### src/picture_clause_analyzer_unit_defines.svh
// Assertion macros for the picture clause analyzer.
// Taken in by the top level; depends on nothing else.
`ifndef PICTURE_CLAUSE_ANALYZER_UNIT_DEFINES_SVH
`define PICTURE_CLAUSE_ANALYZER_UNIT_DEFINES_SVH

// Check that the consequent holds in the same cycle as the antecedent
`define PCA_ASSERT_IMPL(label, clk, rst, ante, cons, msg) \
   label: assert property (@(posedge clk) disable iff (rst) (ante) |-> (cons)) \
      else $error(msg);

// Check that the consequent holds in the cycle after the antecedent
`define PCA_ASSERT_NEXT(label, clk, rst, ante, cons, msg) \
   label: assert property (@(posedge clk) disable iff (rst) (ante) |=> (cons)) \
      else $error(msg);

`endif

### src/pca_pkg.sv
// Shared types and character codes of the picture clause analyzer.
// No dependencies; used by every module of the block.
package pca_pkg;

   // Character codes after case folding
   localparam logic [7:0] CHAR_NUL     = 8'h00;
   localparam logic [7:0] CHAR_X       = 8'h58;
   localparam logic [7:0] CHAR_A       = 8'h41;
   localparam logic [7:0] CHAR_Z       = 8'h5A;
   localparam logic [7:0] CHAR_NINE    = 8'h39;
   localparam logic [7:0] CHAR_ZERO    = 8'h30;
   localparam logic [7:0] CHAR_S       = 8'h53;
   localparam logic [7:0] CHAR_V       = 8'h56;
   localparam logic [7:0] CHAR_LPAREN  = 8'h28;
   localparam logic [7:0] CHAR_RPAREN  = 8'h29;
   localparam logic [7:0] CHAR_LOWER_A = 8'h61;
   localparam logic [7:0] CHAR_LOWER_Z = 8'h7A;
   localparam logic [7:0] CASE_OFFSET  = 8'h20;

   // Bit positions of the three counts in a group mask
   localparam int GRP_DIG = 0;
   localparam int GRP_SCL = 1;
   localparam int GRP_LET = 2;

   typedef enum logic [1:0] {
      KIND_UNKNOWN = 2'd0,
      KIND_ALNUM   = 2'd1,
      KIND_NUMERIC = 2'd2,
      KIND_FLOAT   = 2'd3
   } kind_type;

   // Decoded symbol
   typedef struct packed {
      logic       is_end;
      logic       is_digit;
      logic       is_nine;
      logic       is_letter;
      logic       is_numeric;
      logic       is_point;
      logic       is_open;
      logic       is_close;
      logic [3:0] digit;
   } sym_class_type;

   // What the pending repeat group does with the current symbol
   typedef struct packed {
      logic [2:0] held_mask;
      logic       digit;
      logic       accept;
      logic       replay;
      logic       full;
      logic       run_ends_nine;
   } grp_event_type;

endpackage

### src/pca_symbol_decode.sv
// Symbol decoder: folds lower case to upper and classifies one byte.
// Depends on pca_pkg.
module pca_symbol_decode (
   input  logic [7:0]             symbol,
   output pca_pkg::sym_class_type cls
);
   import pca_pkg::*;

   logic [7:0] folded;

   // Fold case, then match the picture symbols
   always_comb begin
      folded = symbol;
      if (symbol inside {[CHAR_LOWER_A:CHAR_LOWER_Z]}) begin
         folded = symbol - CASE_OFFSET;
      end
      cls.is_end     = (symbol == CHAR_NUL);
      cls.is_digit   = (folded inside {[CHAR_ZERO:CHAR_NINE]});
      cls.is_nine    = (folded == CHAR_NINE);
      cls.is_letter  = (folded inside {CHAR_X, CHAR_A, CHAR_Z});
      cls.is_numeric = (folded inside {CHAR_NINE, CHAR_S, CHAR_V});
      cls.is_point   = (folded == CHAR_V);
      cls.is_open    = (folded == CHAR_LPAREN);
      cls.is_close   = (folded == CHAR_RPAREN);
      cls.digit      = 4'(folded - CHAR_ZERO);
   end

endmodule

### src/pca_repeat_group.sv
// Pending repeat group: tracks an open "(", accumulates the repeat value
// and the nines held back until ")" decides. Depends on pca_pkg.
module pca_repeat_group #(
   parameter int COUNT_WIDTH = 16
) (
   input  logic                       clock,
   input  logic                       reset,
   input  logic                       step,
   input  pca_pkg::sym_class_type     cls,
   input  logic [2:0]                 opened,
   output pca_pkg::grp_event_type     ev,
   output logic [COUNT_WIDTH-1:0]     extra,
   output logic [COUNT_WIDTH-1:0]     run_nines
);
   import pca_pkg::*;

   localparam int WIDE = COUNT_WIDTH + 4;
   localparam logic [COUNT_WIDTH-1:0] CNT_MAX = {COUNT_WIDTH{1'b1}};
   localparam logic [COUNT_WIDTH-1:0] CNT_ONE = {{(COUNT_WIDTH-1){1'b0}}, 1'b1};

   logic [2:0]             group_open_ff, group_open_in;
   logic [COUNT_WIDTH-1:0] accum_ff, accum_in;
   logic                   has_digit_ff, has_digit_in;
   logic [COUNT_WIDTH-1:0] run_nines_ff, run_nines_in;
   logic                   run_ends_ff, run_ends_in;
   logic [WIDE-1:0]        scaled;
   logic                   accum_sat;
   logic                   active, is_dig, is_acc;

   // Classify the symbol against the pending group
   always_comb begin
      active    = |group_open_ff;
      is_dig    = active && cls.is_digit;
      is_acc    = active && cls.is_close && has_digit_ff;
      ev.held_mask     = group_open_ff;
      ev.digit         = is_dig;
      ev.accept        = is_acc;
      ev.replay        = active && !is_dig && !is_acc;
      ev.full          = (accum_ff == CNT_MAX);
      ev.run_ends_nine = run_ends_ff;
      extra     = (accum_ff == '0) ? '0 : accum_ff - CNT_ONE;
      run_nines = run_nines_ff;
   end

   // Base ten accumulate: acc * 8 + acc * 2 + digit
   always_comb begin
      scaled = ({4'b0000, accum_ff} << 3) + ({4'b0000, accum_ff} << 1)
             + (WIDE)'(cls.digit);
      accum_sat = |scaled[WIDE-1:COUNT_WIDTH];
   end

   // Next group state
   always_comb begin
      group_open_in = group_open_ff;
      accum_in      = accum_ff;
      has_digit_in  = has_digit_ff;
      run_nines_in  = run_nines_ff;
      run_ends_in   = run_ends_ff;
      if (|opened) begin
         group_open_in = opened;
         accum_in      = '0;
         has_digit_in  = 1'b0;
         run_nines_in  = '0;
         run_ends_in   = 1'b0;
      end else if (is_dig) begin
         accum_in     = accum_sat ? CNT_MAX : scaled[COUNT_WIDTH-1:0];
         has_digit_in = 1'b1;
         if (cls.is_nine && run_nines_ff != CNT_MAX) begin
            run_nines_in = run_nines_ff + CNT_ONE;
         end
         run_ends_in = cls.is_nine;
      end else if (active) begin
         group_open_in = '0;
      end
   end

   // Hold the open mask; clear on reset
   always_ff @(posedge clock) begin
      if (reset) begin
         group_open_ff <= '0;
      end else if (step) begin
         group_open_ff <= group_open_in;
      end
   end

   // Held group data, only read while a group is open
   always_ff @(posedge clock) begin
      if (step) begin
         accum_ff     <= accum_in;
         has_digit_ff <= has_digit_in;
         run_nines_ff <= run_nines_in;
         run_ends_ff  <= run_ends_in;
      end
   end

endmodule

### src/pca_tally.sv
// Running counts, kind flags and saturation for one picture string.
// Applies the group events from pca_repeat_group. Depends on pca_pkg.
module pca_tally #(
   parameter int COUNT_WIDTH = 16
) (
   input  logic                       clock,
   input  logic                       reset,
   input  logic                       step,
   input  pca_pkg::sym_class_type     cls,
   input  pca_pkg::grp_event_type     ev,
   input  logic [COUNT_WIDTH-1:0]     extra,
   input  logic [COUNT_WIDTH-1:0]     run_nines,
   output logic [2:0]                 opened,
   output pca_pkg::kind_type          kind,
   output logic [COUNT_WIDTH-1:0]     digit_total,
   output logic [COUNT_WIDTH-1:0]     scale_total,
   output logic [COUNT_WIDTH-1:0]     letter_total,
   output logic                       saturated
);
   import pca_pkg::*;

   localparam logic [COUNT_WIDTH-1:0] CNT_MAX = {COUNT_WIDTH{1'b1}};
   localparam logic [COUNT_WIDTH-1:0] CNT_ONE = {{(COUNT_WIDTH-1){1'b0}}, 1'b1};

   logic                   letter_seen_ff, digit_seen_ff, point_seen_ff;
   logic [COUNT_WIDTH-1:0] digit_ff, scale_ff, letter_ff;
   logic                   after_point_ff, after_point_in;
   logic                   prev_dig_ff, prev_dig_in;
   logic                   prev_scl_ff, prev_scl_in;
   logic                   prev_let_ff, prev_let_in;
   logic                   flag_ff, flag_in;

   logic                   plain_d, plain_s, plain_l;
   logic                   rep_d, rep_s, acc_d, acc_s, acc_l;
   logic                   pd_eff, ps_eff, pl_eff;
   logic [COUNT_WIDTH-1:0] add_d, add_s, add_l;
   logic [COUNT_WIDTH:0]   sum_d, sum_s, sum_l;
   logic                   sat_d, sat_s, sat_l;

   // Decide which path each count takes for this symbol
   always_comb begin
      plain_d = ev.replay || !ev.held_mask[GRP_DIG];
      plain_s = ev.replay || !ev.held_mask[GRP_SCL];
      plain_l = ev.replay || !ev.held_mask[GRP_LET];
      rep_d   = ev.replay && ev.held_mask[GRP_DIG];
      rep_s   = ev.replay && ev.held_mask[GRP_SCL];
      acc_d   = ev.accept && ev.held_mask[GRP_DIG];
      acc_s   = ev.accept && ev.held_mask[GRP_SCL];
      acc_l   = ev.accept && ev.held_mask[GRP_LET];
      pd_eff  = rep_d ? ev.run_ends_nine : prev_dig_ff;
      ps_eff  = rep_s ? ev.run_ends_nine : prev_scl_ff;
      pl_eff  = ev.replay && ev.held_mask[GRP_LET] ? 1'b0 : prev_let_ff;
   end

   // Select one addend per count
   always_comb begin
      add_d = '0;
      if (rep_d) begin
         add_d = run_nines;
      end else if (acc_d) begin
         add_d = extra;
      end else if (plain_d && cls.is_nine) begin
         add_d = CNT_ONE;
      end
      add_s = '0;
      if (after_point_ff) begin
         if (rep_s) begin
            add_s = run_nines;
         end else if (acc_s) begin
            add_s = extra;
         end else if (plain_s && cls.is_nine) begin
            add_s = CNT_ONE;
         end
      end
      add_l = '0;
      if (acc_l) begin
         add_l = extra;
      end else if (plain_l && cls.is_letter) begin
         add_l = CNT_ONE;
      end
   end

   // Saturating adds: reaching the maximum sets the flag
   always_comb begin
      sum_d = {1'b0, digit_ff} + {1'b0, add_d};
      sum_s = {1'b0, scale_ff} + {1'b0, add_s};
      sum_l = {1'b0, letter_ff} + {1'b0, add_l};
      sat_d = sum_d >= {1'b0, CNT_MAX};
      sat_s = sum_s >= {1'b0, CNT_MAX};
      sat_l = sum_l >= {1'b0, CNT_MAX};
      digit_total  = (sat_d || (acc_d && ev.full)) ? CNT_MAX : sum_d[COUNT_WIDTH-1:0];
      scale_total  = (sat_s || (acc_s && ev.full)) ? CNT_MAX : sum_s[COUNT_WIDTH-1:0];
      letter_total = (sat_l || (acc_l && ev.full)) ? CNT_MAX : sum_l[COUNT_WIDTH-1:0];
      flag_in   = flag_ff || sat_d || sat_s || sat_l || (ev.accept && ev.full);
      saturated = flag_in;
   end

   // Previous-symbol marks and group opening
   always_comb begin
      prev_dig_in = pd_eff;
      if (plain_d) begin
         prev_dig_in = cls.is_nine || (cls.is_open && pd_eff);
      end
      prev_scl_in = ps_eff;
      if (acc_s) begin
         prev_scl_in = 1'b0;
      end else if (plain_s) begin
         prev_scl_in = cls.is_nine || (cls.is_open && ps_eff);
      end
      prev_let_in = pl_eff;
      if (plain_l) begin
         prev_let_in = cls.is_letter || (cls.is_open && pl_eff);
      end
      after_point_in = after_point_ff || (plain_s && cls.is_point);
      opened[GRP_DIG] = plain_d && cls.is_open && pd_eff;
      opened[GRP_SCL] = plain_s && cls.is_open && ps_eff;
      opened[GRP_LET] = plain_l && cls.is_open && pl_eff;
   end

   // Kind from the classifier flags, highest priority first
   always_comb begin
      if (point_seen_ff) begin
         kind = KIND_FLOAT;
      end else if (digit_seen_ff) begin
         kind = KIND_NUMERIC;
      end else if (letter_seen_ff) begin
         kind = KIND_ALNUM;
      end else begin
         kind = KIND_UNKNOWN;
      end
   end

   // Advance per item; drop everything at the end of a string
   always_ff @(posedge clock) begin
      if (reset || (step && cls.is_end)) begin
         letter_seen_ff <= 1'b0;
         digit_seen_ff  <= 1'b0;
         point_seen_ff  <= 1'b0;
         digit_ff       <= '0;
         scale_ff       <= '0;
         letter_ff      <= '0;
         after_point_ff <= 1'b0;
         prev_dig_ff    <= 1'b0;
         prev_scl_ff    <= 1'b0;
         prev_let_ff    <= 1'b0;
         flag_ff        <= 1'b0;
      end else if (step) begin
         letter_seen_ff <= letter_seen_ff || cls.is_letter;
         digit_seen_ff  <= digit_seen_ff || cls.is_numeric;
         point_seen_ff  <= point_seen_ff || cls.is_point;
         digit_ff       <= digit_total;
         scale_ff       <= scale_total;
         letter_ff      <= letter_total;
         after_point_ff <= after_point_in;
         prev_dig_ff    <= prev_dig_in;
         prev_scl_ff    <= prev_scl_in;
         prev_let_ff    <= prev_let_in;
         flag_ff        <= flag_in;
      end
   end

endmodule

### src/picture_clause_analyzer_unit.sv
// Picture clause analyzer top level: input register, analysis, result register.
// Depends on pca_pkg, pca_symbol_decode, pca_repeat_group, pca_tally and
// picture_clause_analyzer_unit_defines.svh.
//
//   Channel  Ports                                   Direction
//   req      req_valid, req_stall, req_symbol        in  (one byte per item)
//   rsp      rsp_valid, rsp_stall, rsp_kind,         out (one item per string)
//            rsp_digit_length, rsp_decimal_scale,
//            rsp_text_length, rsp_saturated
//
// One byte is taken per cycle unless a held zero byte stalls the input; the analysis
// of a byte is one pass of logic between the input register and the state and result registers.
// A zero byte passes from the input register into the result register, where its result shows.
// Synchronous reset clears the string state and both valid registers.
// A stalled result only holds back a following zero byte; other bytes
// keep flowing behind it.
`include "picture_clause_analyzer_unit_defines.svh"

module picture_clause_analyzer_unit #(
   parameter int COUNT_WIDTH = 16
) (
   input  logic                clock,
   input  logic                reset,
   input  logic                req_valid,
   output logic                req_stall,
   input  logic [7:0]          req_symbol,
   output logic                rsp_valid,
   input  logic                rsp_stall,
   output pca_pkg::kind_type   rsp_kind,
   output logic [15:0]         rsp_digit_length,
   output logic [15:0]         rsp_decimal_scale,
   output logic [15:0]         rsp_text_length,
   output logic                rsp_saturated
);
   import pca_pkg::*;

   logic                   in_valid_ff, in_valid_in;
   logic [7:0]             in_symbol_ff;
   logic                   out_valid_ff, out_valid_in;
   kind_type               kind_ff;
   logic [15:0]            digit_len_ff, scale_ff, text_len_ff;
   logic                   sat_ff;

   sym_class_type          sym_cls;
   grp_event_type          grp_ev;
   logic [COUNT_WIDTH-1:0] grp_extra, grp_run_nines;
   logic [2:0]             grp_opened;
   kind_type               res_kind;
   logic [COUNT_WIDTH-1:0] res_digit, res_scale, res_letter;
   logic                   res_sat;
   logic                   fire;

   logic                   end_fire, plain_held, rsp_unknown, rsp_empty;

   pca_symbol_decode u_decode (
      .symbol (in_symbol_ff),
      .cls    (sym_cls)
   );

   pca_repeat_group #(
      .COUNT_WIDTH (COUNT_WIDTH)
   ) u_group (
      .clock     (clock),
      .reset     (reset),
      .step      (fire),
      .cls       (sym_cls),
      .opened    (grp_opened),
      .ev        (grp_ev),
      .extra     (grp_extra),
      .run_nines (grp_run_nines)
   );

   pca_tally #(
      .COUNT_WIDTH (COUNT_WIDTH)
   ) u_tally (
      .clock        (clock),
      .reset        (reset),
      .step         (fire),
      .cls          (sym_cls),
      .ev           (grp_ev),
      .extra        (grp_extra),
      .run_nines    (grp_run_nines),
      .opened       (grp_opened),
      .kind         (res_kind),
      .digit_total  (res_digit),
      .scale_total  (res_scale),
      .letter_total (res_letter),
      .saturated    (res_sat)
   );

   // Process the held item unless it is a zero byte with no room for its result
   always_comb begin
      fire      = in_valid_ff && (!sym_cls.is_end || !out_valid_ff || !rsp_stall);
      req_stall = in_valid_ff && !fire;
      in_valid_in = in_valid_ff;
      if (req_valid && !req_stall) begin
         in_valid_in = 1'b1;
      end else if (fire) begin
         in_valid_in = 1'b0;
      end
      out_valid_in = out_valid_ff;
      if (fire && sym_cls.is_end) begin
         out_valid_in = 1'b1;
      end else if (out_valid_ff && !rsp_stall) begin
         out_valid_in = 1'b0;
      end
   end

   // Valid registers
   always_ff @(posedge clock) begin
      if (reset) begin
         in_valid_ff  <= 1'b0;
         out_valid_ff <= 1'b0;
      end else begin
         in_valid_ff  <= in_valid_in;
         out_valid_ff <= out_valid_in;
      end
   end

   // Capture the input byte
   always_ff @(posedge clock) begin
      if (req_valid && !req_stall) begin
         in_symbol_ff <= req_symbol;
      end
   end

   // Load the result at the end of a string
   always_ff @(posedge clock) begin
      if (fire && sym_cls.is_end) begin
         kind_ff      <= res_kind;
         digit_len_ff <= 16'(res_digit);
         scale_ff     <= 16'(res_scale);
         text_len_ff  <= 16'(res_letter);
         sat_ff       <= res_sat;
      end
   end

   assign rsp_valid         = out_valid_ff;
   assign rsp_kind          = kind_ff;
   assign rsp_digit_length  = digit_len_ff;
   assign rsp_decimal_scale = scale_ff;
   assign rsp_text_length   = text_len_ff;
   assign rsp_saturated     = sat_ff;

   // Terms for the checks below
   assign end_fire    = fire && sym_cls.is_end;
   assign plain_held  = in_valid_ff && !sym_cls.is_end;
   assign rsp_unknown = rsp_valid && (rsp_kind == KIND_UNKNOWN);
   assign rsp_empty   = ((rsp_digit_length | rsp_decimal_scale | rsp_text_length) == 16'd0)
                        && !rsp_saturated;

   // A processed zero byte always shows a result next cycle
   `PCA_ASSERT_NEXT(a_end_gives_result, clock, reset, end_fire, rsp_valid, "end byte lost")

   // Only a zero byte can hold up the input side
   `PCA_ASSERT_IMPL(a_plain_never_stalls, clock, reset, plain_held, !req_stall, "byte stalled")

   // A string with no picture symbols has no counts
   `PCA_ASSERT_IMPL(a_unknown_is_empty, clock, reset, rsp_unknown, rsp_empty, "unknown not empty")

endmodule

### config.mk
export PLATFORM = sky130hd
export DESIGN_NAME = picture_clause_analyzer_unit
export DESIGN_NICKNAME = d
export VERILOG_FILES = /design/src/pca_pkg.sv /design/src/pca_symbol_decode.sv /design/src/pca_repeat_group.sv /design/src/pca_tally.sv /design/src/picture_clause_analyzer_unit.sv
export VERILOG_INCLUDE_DIRS = /design/src /design/src/src
export SDC_FILE = /design/constraint.sdc
export NUM_CORES = 1
export LEC_CHECK = 0
export ABC_CLOCK_PERIOD_IN_PS = 9500
export BUFFER_PORTS_ARGS = -buffer_cell sky130_fd_sc_hd__buf_2
export CORE_MARGIN = 2
export CORE_UTILIZATION = 31
export CTS_CLUSTER_SIZE = 28
export DETAILED_ROUTE_END_ITERATION = 8
export SLEW_MARGIN = 20
export SYNTH_ARGS = -nofsm -noshare
export SYNTH_HDL_FRONTEND = slang
export SYNTH_HIERARCHICAL = 1
export SYNTH_SLANG_ARGS = --single-unit
### constraint.sdc
create_clock -name clock -period 9.5 [get_ports clock]
set_clock_uncertainty 0.2 [all_clocks]
set_input_delay 0.95 -clock clock [delete_from_list [all_inputs] [get_ports clock]]
set_output_delay 0.95 -clock clock [all_outputs]
set_load 0.02 [all_outputs]
---- Yosys cells after proc, flatten, opt, wreduce, memory -nomap -nowiden ----
Index checks and enable logic that the tools add are counted.
storage, ports and cells
  bits in registers ....................... 154
  input port bits ......................... 12
  output and inout bits ................... 53
  logic and storage cells ................. 170
operators by class
  add/sub/neg operators ................... 9
  order comparisons ....................... 7
  equality and inequality tests ........... 11
  mux-type cells .......................... 36
  reductions and logical operators ........ 82
operator list
  kind                     count
  $mux W16                 14
  $add A16 B16 Y17         3
  $ge A17 B16 Y1 const B   3
  $eq A8 B7 Y1 const B     5
  $logic_and A1 B1 Y1      36
  $eq A8 B6 Y1 const B     3
  $add A19 B17 Y20         1
  $add A20 B4 Y20          1
  $logic_or A1 B1 Y1       20
  $mux W1                  18
  $add A16 B1 Y16 const B  1
  $eq A16 B16 Y1 const B   1
  $logic_not A16 Y1        1
  $ne A16 B16 Y1 const B   1
  $sub A16 B1 Y16 const B  1
  $logic_not A1 Y1         10
  $reduce_bool A2 Y1       5
  $mux W3                  3
  $ge A8 B6 Y1 const B     1
  $ge A8 B7 Y1 const B     1
  $le A8 B6 Y1 const B     1
  $le A8 B7 Y1 const B     1
  $logic_not A8 Y1         1
  $mux W8                  1
  9 further kinds          12

---- Logic depth before layout (Yosys ltp) ----
  depth after elaboration ................. 20
  gate-level depth with buffers ........... 24
  gate-level depth less buffers ........... 21

---- Cells and area by module ----
The synthesis kept the hierarchy.
modules (own cells, without submodules)
  module                        instances  cells an instance  area an instance (sq um)  seq. area each (sq um)
  pca_tally                     1          727                5250.0                    1121.1
  pca_repeat_group              1          329                3141.8                    1081.0
  picture_clause_analyzer_unit  1          72                 1864.3                    1811.7
  pca_symbol_decode             1          31                 225.2                     0.0

---- Worst setup path after synthesis ----
Ideal clock, no wire load.
  kind .................................... register to register
  start ................................... register u_group.accum_ff[8]
  end ..................................... register scale_ff[2], in the netlist rsp_decimal_scale[2], data pin
  setup time .............................. 264 ps
  data arrival time ....................... 4761 ps
  data required time ...................... 9036 ps
  path slack .............................. 4275 ps
  cell stages (with the launch flop) ...... 22
  buffers on the path ..................... 2
  clock period less this slack ............ 5225 ps
  path through ............................ edfxtp_1 or4_1 nor3_1 and3_1 clkbuf_1 nor2_1 and3_1 a21oi_1 nand2_1 o211a_1 ha_1 fa_1 a21o_1 a221oi_2 o211ai_1 a31o_1 a21oi_1 xnor2_1 and4_4 nor2_1 clkbuf_1 nand2_1
between the ends
  longest elaborated chain between the ends .. 9
  elaborated cells on any way between the ends .. 12
  classes of those cells .................. add/sub (2); order compare (1); eq/ne (1); mux (5); reduce/logical (3)
RTL lines
  element                 RTL line                             RTL
  from (decl)             pca_repeat_group.sv:22               logic [COUNT_WIDTH-1:0] accum_ff, accum_in;
  from (signal assigned)  pca_repeat_group.sv:89               accum_ff <= accum_in;
  $logic_not A16 Y1 (*)   pca_repeat_group.sv:41               extra = (accum_ff == '0) ? '0 : accum_ff - CNT_ONE;
  $mux W16 (*)            pca_repeat_group.sv:41
  via grp_extra[0]        picture_clause_analyzer_unit.sv:46   logic [COUNT_WIDTH-1:0] grp_extra, grp_run_nines;
  $mux W16 (*)            pca_tally.sv:69                      end else if (acc_s) begin
  $mux W16 (*)            pca_tally.sv:67                      if (rep_s) begin
  $mux W16 (*)            pca_tally.sv:66                      if (after_point_ff) begin
  $add A16 B16 Y17 (*)    pca_tally.sv:86                      sum_s = {1'b0, scale_ff} + {1'b0, add_s};
  $ge A17 B16 Y1          pca_tally.sv:89                      sat_s = sum_s >= {1'b0, CNT_MAX};
  $logic_or A1 B1 Y1      pca_tally.sv:92                      scale_total = (sat_s || (acc_s && ev.full)) ? CNT_MAX : sum_s[COUNT_WIDTH-1:0];
  $mux W16 (*)            pca_tally.sv:92
  via res_scale[2]        picture_clause_analyzer_unit.sv:49   logic [COUNT_WIDTH-1:0] res_digit, res_scale, res_letter;
  to (signal assigned)    picture_clause_analyzer_unit.sv:132  scale_ff <= 16'(res_scale);
  to (decl)               picture_clause_analyzer_unit.sv:41   logic [15:0] digit_len_ff, scale_ff, text_len_ff;
Mark *: on every way through the listed nets, which the timed path passes. The rest lies on a longest branch.
A chain may end at the register's enable or synchronous reset.

==> flow_metrics.tcl <==
set metrics [dict create \
    cts_root_buf "clkbuf_16" \
    grt_pass1_wl_um 44110 \
    post-place-ws_ns 3.021 \
    detail-route-antenna-nets 0 \
    dp_hpwl_um 20090 \
    hold_viol_final 0 \
    clkTransAtPathRegs_ns 0.06 \
    die-area_um2 35270 \
    vdd_ir_drop_max_v 0.0001268 \
    crit_path_start_kind "flop" \
    min_period_ns 6.445 \
    slowest_delay_ns 0.85 \
    placed_cells 1623 \
    hold_buffers 0 \
    worst_slew_pin_slew_ns 1.152 \
    antennaDiodeCount 0 \
    routed_wl_um 26610 \
    finalSetupViolCount 0 \
    antenna_found_initial 0 \
    grt-ovfl-total 0 \
    syn_nets 1258 \
    clockBufferDepth 2 \
    top_level_ports 65 \
    path_class "reg -> reg" \
    grt_usage 0.1546 \
    fin_setup_tns_ns 0 \
    cts_sinks 154 \
    stdcell_count 1656 \
    power_density_nw_per_um2 128.3 \
    clk_latency_ns 0.43 \
    postCtsSetupBuffers 0 \
    start_util 0.3139 \
    multiInputGateArea_um2 6043 \
    grt_pass1_vias 8385 \
    crit_buf_inv 1 \
    rsz0062_at_grt "false" \
    drv_slew 0 \
    outcome "finished clean" \
    max_freq_ghz 0.1551 \
    gp_congestion 0.9101 \
    fillers 3444 \
    num_rows 67 \
    p_leak_nw 4.757 \
    ys_warn_count 6 \
    post_drt_wl_per_cell_um 16.07 \
    worst_slack_ns 3.055 \
    path_delay_family "simple AND/OR/NAND/NOR gates" \
    io_buffers 64 \
    grt_max_degree 101 \
    coreArea_um2 33360 \
    slowest_stage "nor3b_2" \
    syn_inst 1158 \
    cts_max_level 4 \
    cp.required_ns 9.45 \
    maxCapViolations 0 \
    drc_errors 0 \
    crit_path_end_kind "flop" \
    vias_per_cell 5.299 \
    fin_util 0.3523 \
    drtIter0Drc 730 \
    seqCellArea_um2 4014 \
    cp.arrival_ns 6.40 \
    cts_buffers 17 \
    cts_resized 0 \
    mappedNetlistArea_um2 10470 \
    maxSlewHeadroom 0.2250 \
    drive_above_1_share 0.1167 \
    synthToLayoutAreaGrowth_pct 12.22 \
    synth_area_per_cell_um2 9.045 \
    path_cells "o21ai_0 -> and3_1 -> nor3b_2 -> inv_1 -> and3_1 -> a21oi_1 -> nand2_1 -> o211a_1 -> ha_1 -> fa_1 -> a21o_1 -> a221oi_2 -> o21ai_1 -> xnor2_1 -> nor4_1 -> and4_1 -> and4_4 -> nor2_1 -> nand2_1" \
    die_w_um 187.8 \
    crit_fanout 20 \
    hold_path.class "reg -> reg" \
    cts_tree "built" \
    vias 8775 \
    drt_pre_antenna_iters 6 \
    min_period_over_period 0.6785 \
    fp.dieH_um 187.8 \
    nNetsFinal 1295 \
]
==> metrics by stage <==
step / hold slack [ns] / power [mW] / cell area (um2)
2_1_floorplan: 0.2371 / 0.8332 / 10470
5_1_grt: 0.3012 / 1.562 / 11750
3_3_place_gp: 0.2515 / 0.8598 / 11170
3_5_place_dp: 0.2631 / 0.8616 / 11170
4_1_cts: 0.2766 / 1.519 / 11740
6_report: 0.2778 / 1.507 / 11750
==> worst min-delay path, cell delays in order (launching register included) <==
cell and delay [ns]:
dfxtp_1 0.33, a21oi_1 0.04, nor2_1 0.07
==> registers in the layout (all words and copies together), names as in the netlist, 2 cells and up <==
signal / flops
rsp_decimal_scale: 16
rsp_digit_length: 16
rsp_text_length: 16
u_group/accum_ff: 16
u_group/run_nines: 16
u_tally/digit_ff: 16
u_tally/letter_ff: 16
u_tally/scale_ff: 16
in_symbol_ff: 8
u_group/group_open_ff: 3
rsp_kind: 2
==> metal layers <==
layer	wire length [um]	global-route usage
met1	12640	0.2070
met4	304	0.03695
met2	12400	0.2551
met3	1263	0.03238
met5	0	0
==> layout make-up <==
class                      instances  share of cell area
clock inverter                    10            0.007771
tap                              448             0.04769
clock buffer                      22             0.04034
multi-input combinational        902              0.5142
sequential                       154              0.3415
inverter                          47             0.01501
timing repair buffer              73             0.03353
==> final timing paths <==
kind	slack [ns]	to	cells past startpoint	start
setup / recovery	3.05	rsp_decimal_scale[6]$_DFFE_PP_	19	in_symbol_ff[3]$_DFFE_PP_
hold / removal	0.28	u_tally/letter_seen_ff$_SDFFE_PP0P_	2	u_tally/letter_seen_ff$_SDFFE_PP0P_
setup reg to reg	3.05	rsp_decimal_scale[6]$_DFFE_PP_	19	in_symbol_ff[3]$_DFFE_PP_
hold reg to reg	0.28	u_tally/letter_seen_ff$_SDFFE_PP0P_	2	u_tally/letter_seen_ff$_SDFFE_PP0P_
==> placed cells by master (no fill, tap or decap), types with 5 or more instances in the layout <==
cell	instances
a211oi_1	7
a21o_1	21
a21oi_1	92
a21oi_2	15
a311oi_1	11
a31oi_1	37
and3_1	37
and4_1	6
buf_2	64
buf_4	8
clkbuf_16	17
dfxtp_1	61
edfxtp_1	93
fa_1	5
ha_1	83
inv_1	46
mux2i_1	6
nand2_1	96
nand2b_1	11
nand3_1	31
nand4_1	12
nor2_1	116
nor2b_1	26
nor3_1	19
nor3b_1	6
nor4_1	9
o211ai_1	13
o21a_1	11
o21ai_0	63
o21ai_1	11
or2_2	5
or3_1	12
or4_1	6
xnor2_1	33
xor2_1	30
==> power breakdown <==
part | leakage, nW | internal, mW | switching (mW)
Combinational | 3.18 | 0.0440 | 0.0704
Sequential | 1.30 | 0.721 | 0.0130
Clock | 0.278 | 0.381 | 0.278
Total | 4.76 | 1.15 | 0.361
Note: power is estimated with default switching activity, not from simulation.
